**src/sv/gwwb_pkg.sv**
```systemverilog
package gwwb_pkg;

  localparam int PIX_W = 8;
  localparam int SUM_W = 32;
  localparam logic [PIX_W-1:0] PIX_MAX = 8'd255;

  // floor(x / 3) == (x * 683) >> 11 for every x below 2048
  localparam int DIV3_MUL   = 683;
  localparam int DIV3_SHIFT = 11;

  typedef struct packed {
    logic             mode;
    logic [PIX_W-1:0] red;
    logic [PIX_W-1:0] green;
    logic [PIX_W-1:0] blue;
    logic             frame_end;
  } req_t;

  typedef enum logic [1:0] {
    ST_IDLE,
    ST_MEAN,
    ST_TARGET,
    ST_CORR
  } back_state_t;

endpackage

```
**src/sv/gwwb_div.sv**
```systemverilog
module gwwb_div #(
  parameter int NUM_W = 32,
  parameter int DEN_W = 25
) (
  input  logic             clk,
  input  logic             rst,
  input  logic             start,
  input  logic [NUM_W-1:0] num,
  input  logic [DEN_W-1:0] den,
  output logic             busy,
  output logic             done,
  output logic [NUM_W-1:0] quo
);
  localparam int CNT_W = $clog2(NUM_W + 1);

  logic [CNT_W-1:0] cnt;
  logic [DEN_W:0]   rem;
  logic [NUM_W-1:0] q;
  logic [DEN_W-1:0] d;
  logic [DEN_W:0]   shifted;
  logic [DEN_W:0]   diff;

  assign shifted = {rem[DEN_W-1:0], q[NUM_W-1]};
  assign diff    = shifted - {1'b0, d};
  assign quo     = q;

  always_ff @(posedge clk) begin
    if (rst) begin
      busy <= 1'b0;
      done <= 1'b0;
      cnt  <= '0;
    end else begin
      done <= 1'b0;
      if (start) begin
        busy <= 1'b1;
        cnt  <= CNT_W'(NUM_W);
        rem  <= '0;
        q    <= num;
        d    <= den;
      end else if (busy) begin
        if (!diff[DEN_W]) begin
          rem <= diff;
          q   <= {q[NUM_W-2:0], 1'b1};
        end else begin
          rem <= shifted;
          q   <= {q[NUM_W-2:0], 1'b0};
        end
        cnt <= cnt - 1'b1;
        if (cnt == CNT_W'(1)) begin
          busy <= 1'b0;
          done <= 1'b1;
        end
      end
    end
  end
endmodule

```
**src/sv/gwwb_fifo.sv**
```systemverilog
module gwwb_fifo (
  input  logic          clk,
  input  logic          rst,
  input  logic          in_valid,
  output logic          in_ready,
  input  gwwb_pkg::req_t in_req,
  output logic          out_valid,
  input  logic          out_ready,
  output gwwb_pkg::req_t out_req
);
  import gwwb_pkg::*;

  req_t       mem [2];
  logic       wptr, rptr;
  logic [1:0] cnt;
  logic       push, pop;

  assign in_ready  = cnt != 2'd2;
  assign out_valid = cnt != 2'd0;
  assign out_req   = mem[rptr];
  assign push      = in_valid && in_ready;
  assign pop       = out_valid && out_ready;

  always_ff @(posedge clk) begin
    if (push) mem[wptr] <= in_req;
  end

  always_ff @(posedge clk) begin
    if (rst) begin
      wptr <= 1'b0;
      rptr <= 1'b0;
      cnt  <= '0;
    end else begin
      if (push) wptr <= ~wptr;
      if (pop) rptr <= ~rptr;
      cnt <= cnt + {1'b0, push} - {1'b0, pop};
    end
  end
endmodule

```
**src/sv/gwwb_back.sv**
```systemverilog
module gwwb_back #(
  parameter int PIXEL_COUNT_BITS = 24
) (
  input  logic                 clk,
  input  logic                 rst,
  input  logic                 req_valid,
  output logic                 req_ready,
  input  gwwb_pkg::req_t       req,
  output logic                 out_valid,
  input  logic                 out_ready,
  output logic [7:0]           out_r,
  output logic [7:0]           out_g,
  output logic [7:0]           out_b
);
  import gwwb_pkg::*;

  localparam int CNT_W = PIXEL_COUNT_BITS + 1;
  localparam logic [CNT_W-1:0] BOUND = CNT_W'(1) << PIXEL_COUNT_BITS;

  back_state_t state, state_next;

  logic [SUM_W-1:0] sum [3];
  logic [CNT_W-1:0] count;
  logic [PIX_W-1:0] mean [3];
  logic [PIX_W-1:0] target;
  logic [PIX_W-1:0] pix [3];
  logic [PIX_W-1:0] res [3];
  logic [1:0]       ch;
  logic [9:0]       msum;
  logic [19:0]      tprod;

  logic             div_start, div_busy, div_done;
  logic [SUM_W-1:0] div_num, div_quo;
  logic [CNT_W-1:0] div_den;

  logic take, counting;

  gwwb_div #(.NUM_W(SUM_W), .DEN_W(CNT_W)) u_div (
    .clk(clk), .rst(rst), .start(div_start), .num(div_num), .den(div_den),
    .busy(div_busy), .done(div_done), .quo(div_quo)
  );

  assign req_ready = state == ST_IDLE && !out_valid;
  assign take      = req_valid && req_ready;
  assign counting  = count < BOUND;
  assign msum      = 10'(mean[0]) + 10'(mean[1]) + 10'(mean[2]);
  assign tprod     = 20'(msum) * 20'(DIV3_MUL);
  assign out_r = res[0];
  assign out_g = res[1];
  assign out_b = res[2];

  always_comb begin
    state_next = state;
    unique case (state)
      ST_IDLE: begin
        if (take && req.mode) state_next = ST_CORR;
        else if (take && req.frame_end) state_next = ST_MEAN;
      end
      ST_MEAN: begin
        if (div_done && ch == 2'd2) state_next = ST_TARGET;
      end
      ST_TARGET: begin
        state_next = ST_IDLE;
      end
      ST_CORR: begin
        if (div_done && ch == 2'd2) state_next = ST_IDLE;
      end
      default: state_next = ST_IDLE;
    endcase
  end

  always_comb begin
    div_start = 1'b0;
    div_num   = '0;
    div_den   = '0;
    unique case (state)
      ST_MEAN: begin
        div_start = !div_busy && !div_done;
        div_num   = sum[ch];
        div_den   = count;
      end
      ST_CORR: begin
        div_start = !div_busy && !div_done;
        div_num   = SUM_W'(16'(pix[ch]) * 16'(target));
        div_den   = CNT_W'(mean[ch]);
      end
      default: ;
    endcase
  end

  always_ff @(posedge clk) begin
    if (rst) begin
      state     <= ST_IDLE;
      out_valid <= 1'b0;
      ch        <= '0;
      count     <= '0;
      target    <= '0;
      for (int i = 0; i < 3; i++) begin
        sum[i]  <= '0;
        mean[i] <= '0;
      end
    end else begin
      state <= state_next;
      if (out_valid && out_ready) out_valid <= 1'b0;
      unique case (state)
        ST_IDLE: begin
          ch <= '0;
          if (take) begin
            pix[0] <= req.red;
            pix[1] <= req.green;
            pix[2] <= req.blue;
            if (!req.mode && counting) begin
              sum[0] <= sum[0] + SUM_W'(req.red);
              sum[1] <= sum[1] + SUM_W'(req.green);
              sum[2] <= sum[2] + SUM_W'(req.blue);
              count  <= count + 1'b1;
            end
            if (!req.mode && req.frame_end && count == '0 && !counting) begin
              count <= '0;
            end
          end
        end
        ST_MEAN: begin
          if (div_done) begin
            if (count == '0) mean[ch] <= '0;
            else if (div_quo > SUM_W'(PIX_MAX)) mean[ch] <= PIX_MAX;
            else mean[ch] <= div_quo[PIX_W-1:0];
            ch <= ch + 1'b1;
          end
        end
        ST_TARGET: begin
          target <= tprod[DIV3_SHIFT +: PIX_W];
          count  <= '0;
          for (int i = 0; i < 3; i++) sum[i] <= '0;
        end
        ST_CORR: begin
          if (div_done) begin
            if (mean[ch] == '0) res[ch] <= '0;
            else if (div_quo > SUM_W'(PIX_MAX)) res[ch] <= PIX_MAX;
            else res[ch] <= div_quo[PIX_W-1:0];
            ch <= ch + 1'b1;
            if (ch == 2'd2) out_valid <= 1'b1;
          end
        end
        default: ;
      endcase
    end
  end
endmodule

```
**src/sv/gray_world_white_balance.sv**
```systemverilog
// Gray-world white balance, two passes over an 8-bit RGB image.
// Input channel: valid/ready with mode, red, green, blue, frame_end.
// Mode 0 adds the pixel to per-channel sums (up to 2^PIXEL_COUNT_BITS
// pixels); frame_end on a mode 0 pixel computes the channel means and the
// gray target and clears the sums. Mode 1 returns one corrected pixel on
// the output channel (out_red, out_green, out_blue, valid/ready).
// A two-entry request queue decouples input acceptance from the back end.
// The back end runs one shared 32-step restoring divider and starts a new
// division only once the last one is done:
//   accumulate pixel: sums and count update as the request is taken
//   frame end: 3 divisions, then the target step
//   correct pixel: 3 divisions, then out_valid is raised.
// Synchronous reset clears sums, count, means and target to zero; the
// correction pass before any frame gives zeros.
// A stalled output holds its result and the back end takes no new request
// until it is delivered; the queue keeps accepting until full.
module gray_world_white_balance #(
  parameter int PIXEL_COUNT_BITS = 24
) (
  input  logic       clk,
  input  logic       rst,
  input  logic       in_valid,
  output logic       in_ready,
  input  logic       mode,
  input  logic [7:0] red,
  input  logic [7:0] green,
  input  logic [7:0] blue,
  input  logic       frame_end,
  output logic       out_valid,
  input  logic       out_ready,
  output logic [7:0] out_red,
  output logic [7:0] out_green,
  output logic [7:0] out_blue
);
  import gwwb_pkg::*;

  req_t in_req, q_req;
  logic q_valid, q_ready;

  assign in_req = '{mode: mode, red: red, green: green, blue: blue, frame_end: frame_end};

  gwwb_fifo u_fifo (
    .clk(clk), .rst(rst), .in_valid(in_valid), .in_ready(in_ready),
    .in_req(in_req), .out_valid(q_valid), .out_ready(q_ready), .out_req(q_req)
  );

  gwwb_back #(.PIXEL_COUNT_BITS(PIXEL_COUNT_BITS)) u_back (
    .clk(clk), .rst(rst), .req_valid(q_valid), .req_ready(q_ready), .req(q_req),
    .out_valid(out_valid), .out_ready(out_ready),
    .out_r(out_red), .out_g(out_green), .out_b(out_blue)
  );

`ifndef SYNTHESIS
  a_out_hold: assert property (@(posedge clk) disable iff (rst)
    out_valid && !out_ready |=> out_valid && $stable(out_red))
    else $error("result dropped while stalled");
  a_no_take_busy: assert property (@(posedge clk) disable iff (rst)
    out_valid |-> !q_ready)
    else $error("back end took request with pending result");
`endif
endmodule
```
**config.mk**
```make
export PLATFORM = sky130hd
export DESIGN_NAME = gray_world_white_balance
export DESIGN_NICKNAME = d
export VERILOG_FILES = /design/src/sv/gwwb_pkg.sv /design/src/sv/gwwb_div.sv /design/src/sv/gwwb_fifo.sv /design/src/sv/gwwb_back.sv /design/src/sv/gray_world_white_balance.sv
export SDC_FILE = /design/constraint.sdc
export NUM_CORES = 1
export LEC_CHECK = 0
export BUFFER_PORTS_ARGS = -buffer_cell sky130_fd_sc_hd__buf_2
export CORE_ASPECT_RATIO = 1.1
export CORE_UTILIZATION = 40
export CTS_BUF_LIST = sky130_fd_sc_hd__clkbuf_4
export DETAILED_ROUTE_END_ITERATION = 12
export SLEW_MARGIN = 40
export SYNTH_ARGS = -nofsm -noshare
export SYNTH_HDL_FRONTEND = slang
export SYNTH_SLANG_ARGS = --single-unit
```
**constraint.sdc**
```tcl
create_clock -name clk -period 9.1 [get_ports clk]
set_input_delay 1.365 -clock clk [delete_from_list [all_inputs] [get_ports clk]]
set_output_delay 1.365 -clock clk [all_outputs]
set_load 0.03 [all_outputs]
```
==> impl_results.md, run 1 <==
* Cell area power density at 299 nW/um^2
* Crit Path Max Fanout at 4
* CP max stage delay at 0.56 ns
* Compound-Gate Fraction of Synth Area at 9.75%
* Initial DRC Count at 898
* Nets at 2521
* Syn Nets at 2424
* Initial core utilization at 40.8%
* TritonCTS buffer count at 98
* Simple-gate share of the synthesized area at 14.6%
* DPL Wire Length at 36400 microns
* First-pass GRT wire length at 84600 microns
* GP Congestion at 0.841
* Post-CTS setup buffers at 0
* RSZ-0062 raised after global routing: no
* Post_cts resized at 0
* Final Max Tran Viols at 0
* Post-synthesis mux area share at 4.12%
* Max-cap viol count at 0
* Max H-tree Level at 3
* Sink Count at 363
* Rel. slew slack at 48.6%
* Clk buf depth at 3
* Die area at 57300 sq um
* Total power at 7.47 mW
* Pin count of the biggest net entering global routing at 94
* CTS tree: yes
* Synth Cell Area at 22500 sq um
* Status: complete, no violations
* Synth Flop Type: edfxtp_1
* Min cycle time layout at 7.84 ns
* Yosys reg bits at 363
* Critical path endpoint category: register
* Top cell by count, worst path: ha_1
* Critical Path RT at 9.78 ns
* Clock transition at path regs at 0.07 ns
* 1st-pass router iterations at 5
* Final Cycle Share at 86.1%
* Top cells by area, synth: edfxtp_1 (41%), ha_1 (9.4%), fa_1 (5.5%), dfxtp_1 (4.7%), nor2_1 (4.4%)
* Syn_area_per_cell at 10.4 sq um
* DRT met1 WL at 23500 microns
* Row cnt at 90
* Worst Skew at 0.0761 ns
* Post-synth ARST share at 0%
* Horiz. Die Dim at 228 microns
* Worst slew pin tran at 0.766 ns
* Final hold viol count at 0
* Root Buffer: clkbuf_4
* Post-Synth Adder-Cell Area at 14.9%
* Worst VDD drop at 0.000262 V
* Synthesis Warnings at 0
* Hold Path Class: register to register
* Post-CTS Hold Buffers at 0
* Startpoint types: register
* Layout area overhead at 10.7%
* Vias per cell at 5.21
* Post-synth top area share at 41.3%
* Syn Inst Count at 2162
* Filler cells at 5252
* Most frequent cells in the layout: edfxtp_1 (310), nor2_1 (261), inv_1 (194)
* Routed Antenna Nets at 0
* Endpoints failing setup at 0
* Largest family of logic cells by synthesized area: adder cells
* CP Data Arrival Time at 8.52 ns
* Leak pwr at 10.0 nW
* Commonest non-fill, non-tap cell in the layout: edfxtp_1
* Via count at 16000
* Max Used Layer: met4
* Area leader, netlist: edfxtp_1
* Netlist cell types at 67
* Wire length on met3 at 2400 microns
* Slowest-stage cell, CP: o41ai_1
* Vias in the first global route at 16300
* GR Overflow Total at 0
* IO buf count at 55
* Met2 wire length at 24300 microns
* R2r setup slk at 1.26 ns
* Core ar. at 55300 sq um
* Total GRT Usage at 18.3%
* Later-pin clock latency in the skew report at 0.85 ns
* DIE HEIGHT at 251 microns
* Synth Area in XOR/XNOR at 5.95%
* Number of synthesized flops with an enable pin at 310
* Wirelength per Cell at 16.6 microns
* Final WL at 51200 microns
* DRC viols at 0
* CP Class: register to register
* Fin Setup TNS at 0 ns
* Initial antenna violation count at 1
* Ports at 56
* Layout cell share with drive strength beyond 1 at 12.1%
* Fmax at 128 MHz
* Post-synthesis sequential area ratio at 46.0%
## per-stage QoR
| stage | area, sq um | utilization [%] | setup WS [ns] | cells | hold slack [ns] |
|---|---|---|---|---|---|
| 2_1_floorplan | 22500 | - | 2.18 | 2162 | 0.469 |
| 3_3_place_gp | 23600 | 42.7 | 1.55 | 2892 | 0.487 |
| 3_5_place_dp | 23600 | 42.7 | 1.32 | 2893 | 0.491 |
| 4_1_cts | 24900 | 45.1 | 1.22 | 3073 | 0.501 |
| 5_1_grt | 25000 | 45.1 | 0.629 | 3076 | 0.524 |
| 6_report | 25000 | 45.1 | 1.26 | 3076 | 0.502 |
## worst max-delay path, delay by kind of cell (launching register included)
kind | cells | cell delay [ns]
AOI/OAI and AO/OA | 9 | 2.28
xor gates and xnor gates | 2 | 0.50
adders and majority gates | 9 | 3.31
buffers and inverters | 4 | 0.23
DFF | 1 | 0.36
and+or+nand+nor | 7 | 1.04
## layer usage
layer,vias up,global-route usage (%)
met3,83,3.18
met1,7750,23.9
met4,0,6.27
li1,7862,-
met5,-,0
met2,326,30.6
## synth_stat cells, types with 8 or more instances
cell / number
o21bai_1: 8
inv_1: 194
edfxtp_1: 310
xor2_1: 46
a21o_1: 22
o21ai_1: 10
a31oi_1: 8
clkbuf_1: 60
and3_1: 29
o21ai_0: 88
a21oi_1: 114
a21boi_0: 8
nor3_1: 32
nand2_1: 164
fa_1: 62
and4_1: 8
xnor2_1: 107
o31ai_1: 26
ha_1: 170
mux2_2: 22
a211oi_1: 23
nor2b_1: 27
nand2b_1: 10
dfxtp_1: 53
and2_1: 42
mux4_2: 8
nor2_1: 265
buf_1: 8
mux2i_1: 50
nand3_1: 61
nor4_1: 13
or3_1: 16
buf_2: 10
nand4_1: 12
## power breakdown
part / internal (mW) / switching, mW / leakage [nW]
combinational: 1.34 / 2.04 / 5.78
sequential: 2.32 / 0.288 / 3.50
clock: 0.758 / 0.722 / 0.751
## cell type report
type                       count  area (sq um)  area share, %
sequential                   363         10400           41.6
clock inverter                37           201          0.807
multi-input combinational   1525         11200           44.8
clock buffer                 143          1070           4.30
inverter                     195           732           2.93
antenna                        1          2.50         0.0100
timing repair buffer          76           460           1.85
tap                          736           921           3.69
## cells by family (layout without fill, tap and decap cells)
group / Yosys count / in the layout
AO/OA/AOI/OAI: 358 / 358
XOR/XNOR: 153 / 153
adder cells (fa/ha/maj): 232 / 232
buffers and inverters: 274 / 451
flip-flops: 363 / 363
multiplexers: 80 / 80
other: 0 / 1
AND/OR/NAND/NOR: 702 / 702
## worst paths after layout
| path | startpoint | end | cells after the start |
|---|---|---|---|
| max | u_back.mean[0][0] | u_back.target[7] | 31 |
| min | u_back.u_div.cnt[1] | u_back.u_div.cnt[1] | 2 |
| max reg2reg | u_back.mean[0][0] | u_back.target[7] | 31 |
| min reg2reg | u_back.u_div.cnt[1] | u_back.u_div.cnt[1] | 2 |
## sequential cells by signal, indices dropped and copies added, names as in the netlist, 2 cells and up, named ones only
signal            flops
u_back.sum           96
u_fifo.mem           52
u_back.mean          32
u_back.u_div.quo     32
u_back.count         25
u_back.u_div.d       25
u_back.u_div.rem     25
u_back.pix           24
u_back.res           24
u_back.target         8
u_back.u_div.cnt      6
u_back.ch             2
u_back.state          2
u_fifo.cnt            2
Note: power is estimated with default switching activity, not from simulation.
==> run 2, diff against run 1 <==
- clock period: 9.1 -> 10.15 ns (I/O delays scaled with it)
==> run 2 against run 1 <==
First-iteration DRC count grew 15%. Die area is the same. Combinational power shrank 11%. Final area is essentially flat. Clock-buffer cell count grew 11. Clock power shrank 8%. Critical path depth is the same. Register-to-register slack gained 1.1 ns. Final cell count is essentially flat. Clock skew grew 0.014 ns. Non-clock buffer count shrank 1.
==> impl_results.md, run 2 (synthesis results as in run 1) <==
* Clk buf depth at 3 (unchanged)
* Cells on Worst Hold Path at 2 (unchanged)
* Final Max Tran Viols at 0 (unchanged)
* Layout area overhead at 10.8% (about the same)
* Initial core utilization at 40.8% (unchanged)
* Layout cell share with drive strength beyond 1 at 12.3% (+0.21 points)
* Final WL at 50900 microns (-0.51%)
* Critical path endpoint category: register
* Horiz. Die Dim at 228 microns (unchanged)
* Psw at 2.71 mW (-11%)
* Met2 wire length at 24100 microns (-0.98%)
* Initial antenna violation count at 2 (+1)
* Max H-tree Level at 3 (unchanged)
* Largest register FFs at 96 (unchanged)
* First-pass GRT wire length at 84100 microns (-0.60%)
* Pin count of the biggest net entering global routing at 94 (unchanged)
* Comb pwr share at 44.9% (-0.4 points)
* Sequential Power Share at 34.8% (about the same)
* DPL Wire Length at 36300 microns (-0.27%)
* DIE HEIGHT at 251 microns (unchanged)
* Vias in the first global route at 16300 (-0.018%)
* Ports at 56 (unchanged)
* Root Buffer: clkbuf_4
* Die area at 57300 sq um (unchanged)
* RSZ-0062 raised after global routing: no
* Critical Path RT at 10.87 ns (+1.09 ns)
* TritonCTS buffer count at 101 (+3.1%)
* Final Cycle Share at 76.5% (-9.6 points)
* Final hold viol count at 0 (unchanged)
* Status: complete, no violations
* Startpoint types: register
* Wire length on met3 at 2840 microns (+18%)
* CP Class: register to register
* Final instance area at 25000 sq um (about the same)
* Min cycle time layout at 7.77 ns (-0.0729 ns)
* Nets at 2523 (+0.079%)
* GP Congestion at 0.837 (-0.50%)
* IO buf count at 55 (unchanged)
* Switching part of the total power at 40.5% (-0.39 points)
* Post-CTS setup buffers at 0 (unchanged)
* Place WS at 2.45 ns (+1.13 ns)
* Cell area power density at 269 nW/um^2 (-10%)
* Int Power at 3.99 mW (-9.6%)
* Max-cap viol count at 0 (unchanged)
* Total power at 6.71 mW (-10%)
* Most frequent cells in the layout: edfxtp_1 (310), nor2_1 (261), inv_1 (194)
* Slowest-stage cell, CP: o41ai_1
* Post_cts resized at 0 (unchanged)
* Core ar. at 55300 sq um (unchanged)
* Endpoints failing setup at 0 (unchanged)
* Biggest register: u_back.sum
* Critical R2R Capture: u_back.target[7]
* Row cnt at 90 (unchanged)
* Leak pwr at 10.1 nW (+0.21%)
* CP max stage delay at 0.58 ns (+0.02 ns)
* Top Registers: u_back.sum: 96 flops, u_fifo.mem: 52 flops
* Rel. slew slack at 45.1% (-3.6 points)
* Fin Setup TNS at 0 ns (unchanged)
* R2r setup slk at 2.38 ns (+1.12 ns)
* GR Overflow Total at 0 (unchanged)
* Initial DRC Count at 1032 (+15%)
* Hold Path Class: register to register
* Area after DPL at 23600 sq um (about the same)
* Fmax at 129 MHz (+0.94%)
* Commonest non-fill, non-tap cell in the layout: edfxtp_1
* CP Data Arrival Time at 8.48 ns (-0.04 ns)
* Clock transition at path regs at 0.06 ns (about the same)
* Via count at 16200 (+0.90%)
* Worst VDD drop at 0.000206 V (-21%)
* Routed Antenna Nets at 0 (unchanged)
* Max Used Layer: met4
* DRC viols at 0 (unchanged)
* Clock power frac at 20.3% (+0.5 points)
* Vias per cell at 5.25 (+0.83%)
* Reg2reg start: u_back.mean[1][0]
* Sink Count at 363 (unchanged)
* Crit Path Max Fanout at 4 (unchanged)
* Wirelength per Cell at 16.6 microns (-0.57%)
* Final worst slack at 2.38 ns (+1.12 ns)
* Total GRT Usage at 18.2% (-0.14 points)
* Worst slew pin tran at 0.824 ns (+0.0586 ns)
* Post-CTS Hold Buffers at 0 (unchanged)
* Top cell by count, worst path: ha_1
* Reg2Reg Depth at 31 (unchanged)
* Hold path start: u_fifo.rptr
* CTS tree: yes
* 1st-pass router iterations at 5 (unchanged)
* DRT met1 WL at 22800 microns (-2.7%)
* Later-pin clock latency in the skew report at 0.85 ns (about the same)
* Worst Skew at 0.0901 ns (+0.0140 ns)
run 2: layout make-up:
class / count / area (sq um)
Sequential cell: 363 / 10400
Antenna cell: 2 / 5.00
Timing Repair Buffer: 75 / 437
Tap cell: 736 / 921
Fill cell: 5222 / 30300
Inverter: 195 / 732
Clock inverter: 28 / 165
Clock buffer: 154 / 1160
Multi-Input combinational cell: 1525 / 11200
run 2: layer usage:
metal | vias up | global-route usage (%)
met1 | 7795 | 23.4
met5 | - | 0
met4 | 0 | 6.48
met3 | 93 | 3.35
met2 | 405 | 30.4
li1 | 7872 | -
run 2: through the flow:
stage	hold slack, ns	cells	utilization (%)
4_1_cts	0.423	3076	45.1
2_1_floorplan	0.469	2162	-
6_report	0.445	3078	45.2
3_5_place_dp	0.498	2894	42.7
5_1_grt	0.460	3078	45.2
3_3_place_gp	0.486	2893	42.7
run 2: power by group through the flow:
stage | registers, mW | clock network (mW) | logic (mW)
after floorplan | 2.28 | 0 | 2.32
after global placement | 2.35 | 0 | 2.94
after detailed placement | 2.36 | 0 | 3.02
after CTS | 2.33 | 1.41 | 3.05
after global routing | 2.38 | 1.48 | 3.47
final | 2.34 | 1.36 | 3.01
run 2: worst max path at each step:
stage	startpoint	end	slack (ns)	cells after the start
finish	u_back.mean[1][0]	u_back.target[7]	2.38	31
global route	u_back.mean[1][0]	u_back.target[7]	1.84	31
CTS	u_back.mean[1][0]	u_back.target[7]	2.40	31
detailed placement	u_back.mean[1][0]	u_back.target[7]	2.45	31
global placement	u_back.mean[1][0]	u_back.target[7]	2.62	31
floorplan	u_back.mean[1][0]	u_back.target[7]	3.23	31
run 2: worst max-delay path: cells and delay by family, from the launching register on:
family	cells	cell delay (ns)
adder cells (fa/ha/maj)	9	3.29
AO/OA/AOI/OAI	9	2.25
AND/OR/NAND/NOR	7	0.98
XOR/XNOR	2	0.49
flip-flops	1	0.36
buffers and inverters	4	0.23
==> run 3, diff against run 2 <==
- clock period: 10.15 -> 6.96 ns (I/O delays scaled with it)
==> run 3 against run 2 <==
Global-route usage is essentially flat. Register-to-register slack lost 2.0 ns. Critical path type unchanged. Worst setup slack lost 2.0 ns. Critical endpoint is now u_back.target[6]. First-iteration DRC count shrank 21%. Hold slack lost 0.044 ns.
==> impl_results.md, run 3 (synthesis results as in run 1) <==
* Layout area overhead at 12.5%
* 1st-pass router iterations at 5 (unchanged)
* GP Congestion at 0.836 (-0.13%)
* Fin cells at 3111 (+1.1%)
* Later-pin clock latency in the skew report at 0.84 ns (about the same)
* Commonest non-fill, non-tap cell in the layout: edfxtp_1
* Horiz. Die Dim at 228 microns (unchanged)
* Setup crit start: u_back.mean[1][0]
* Clk buf depth at 3 (unchanged)
* Leak pwr at 10.2 nW (+1.8%)
* First-pass GRT wire length at 84400 microns (+0.30%)
* Final worst slack at 0.343 ns (-2.04 ns)
* Slowest-stage cell, CP: fa_2
* Pin count of the biggest net entering global routing at 94 (unchanged)
* Routed Antenna Nets at 0 (unchanged)
* Post-CTS Hold Buffers at 0 (unchanged)
* WP buf/inv at 5 (+1)
* Hold Path Class: input pin to register
* Startpoint types: register
* WHS at 0.401 ns (-0.0444 ns)
* Most frequent cells in the layout: edfxtp_1 (310), nor2_1 (261), inv_1 (193)
* Worst Skew at 0.0921 ns (+0.00201 ns)
* Max H-tree Level at 3 (unchanged)
* Place WS at -0.311 ns (-2.76 ns)
* Critical path endpoint category: register
* Wirelength per Cell at 16.4 microns (-0.79%)
* Largest register FFs at 96 (unchanged)
* TritonCTS buffer count at 98 (-3.0%)
* Cell family with most CP delay: adder cells
* RSZ-0062 raised after global routing: no
* CP max stage delay at 0.52 ns (-0.06 ns)
* Final Cycle Share at 95.1% (+19 points)
* CP Class: register to register
* Vias in the first global route at 16500 (+1.0%)
* Filler cells at 5103 (-2.3%)
* Top Registers: u_back.sum: 96 flops, u_fifo.mem: 52 flops
* Sink Count at 363 (unchanged)
* Min cycle time layout at 6.62 ns (-1.15 ns)
* Placed cells at 2922 (+0.97%)
* CTS tree: yes
* Max-cap viol count at 0 (unchanged)
* Status: complete, no violations
* Total GRT Usage at 18.2% (+0.040 points)
* Row cnt at 90 (unchanged)
* Root Buffer: clkbuf_4
* Via count at 16100 (-0.12%)
* Critical Path RT at 7.64 ns (-3.23 ns)
* Crit Path Max Fanout at 2 (-2)
* Biggest register: u_back.sum
* Final hold viol count at 0 (unchanged)
* Reg2reg start: u_back.mean[1][0]
* Die area at 57300 sq um (unchanged)
* Final Max Tran Viols at 0 (unchanged)
* CP Data Arrival Time at 7.30 ns (-1.18 ns)
* DRC viols at 0 (unchanged)
* Fmax at 151 MHz (+17%)
* DPL Wire Length at 36800 microns (+1.4%)
* Worst slew pin tran at 0.801 ns (-0.0236 ns)
* IO buf count at 55 (unchanged)
* Endpoints failing setup at 0 (unchanged)
* Fin Setup TNS at 0 ns (unchanged)
* Worst VDD drop at 0.000431 V (+110%)
* Initial antenna violation count at 1 (-1)
* DIE HEIGHT at 251 microns (unchanged)
* Clock transition at path regs at 0.07 ns (about the same)
* Layout cell share with drive strength beyond 1 at 14.4% (+2.1 points)
* Final instance area at 25300 sq um (+1.5%)
* Initial core utilization at 40.8% (unchanged)
* Hold path start: green[4]
* Ports at 56 (unchanged)
* Vias per cell at 5.19 (-1.2%)
* GR Overflow Total at 0 (unchanged)
* Area after DPL at 23900 sq um (+0.95%)
* Core ar. at 55300 sq um (unchanged)
* Cell area power density at 404 nW/um^2 (+50%)
* Nets at 2553 (+1.2%)
* Initial DRC Count at 814 (-21%)
* Rel. slew slack at 46.4% (+1.4 points)
* Final WL at 51100 microns (+0.27%)
[run 3: cell count changes in the layout (fill, tap and decap cells not counted), moves of 4 or more]
| cell | previous run | this run |
|---|---|---|
| a21oi_1 | 114 | 107 |
| clkbuf_4 | 154 | 137 |
| o21ai_1 | 9 | 13 |
| a21oi_2 | 0 | 7 |
| clkinv_2 | 0 | 12 |
| buf_4 | 17 | 51 |
| clkinv_1 | 22 | 26 |
| ha_1 | 170 | 164 |
| o21ai_0 | 87 | 82 |
[run 3: what timing repair did]
item                       in CTS  in global routing
setup endpoints to repair       4                  7
buffers inserted                2                  4
gates resized for setup         8                 25
hold endpoints to repair        0                  0
pin swaps                       2                 25
cloned                          0                  0
[run 3: area by class of cell]
type                    count  area [sq um]  share of cell area, %
well taps                 736           921                   3.63
diodes                      1          2.50                0.00987
clock inverters            46           280                   1.11
multi-input cells        1525         11300                   44.7
inverters                 195           732                   2.89
repair buffers            108           689                   2.72
clock buffers             137          1030                   4.06
flip-flops and latches    363         10400                   40.9
[run 3: through the flow]
stage | total power [mW] | utilization [%]
2_1_floorplan | 6.70 | -
3_3_place_gp | 7.82 | 43.1
3_5_place_dp | 7.96 | 43.2
4_1_cts | 10.1 | 45.6
5_1_grt | 11.1 | 45.8
6_report | 10.2 | 45.8
[run 3: final timing paths]
path / slack [ns] / end / depth (start not counted)
max: 0.34 / u_back.target[6] / 32
min: 0.40 / u_fifo.mem[0][13] / 1
max reg2reg: 0.34 / u_back.target[6] / 32
min reg2reg: 0.50 / u_back.u_div.done / 1
[run 3: metal layers]
layer	up-vias	global-route usage [%]	share of wire [%]
met4	0	6.39	1.9
met1	7790	23.6	45
met5	-	0	0
met3	75	3.45	4.9
met2	343	30.4	48
li1	7937	-	-
[run 3: power breakdown]
part | internal [mW] | switching (mW) | total [mW]
combinational | 2.00 | 2.83 | 4.83
clock | 1.03 | 0.951 | 1.98
sequential | 3.03 | 0.391 | 3.42
[run 3: worst register-to-register path, delay by kind of cell, from the launching register on]
kind / cells / cell delay (ns)
adders and majority gates: 9 / 3.20
AOI/OAI and AO/OA: 10 / 1.42
and+or+nand+nor: 7 / 0.88
buffers and inverters: 5 / 0.36
DFF: 1 / 0.35
xor gates and xnor gates: 1 / 0.19
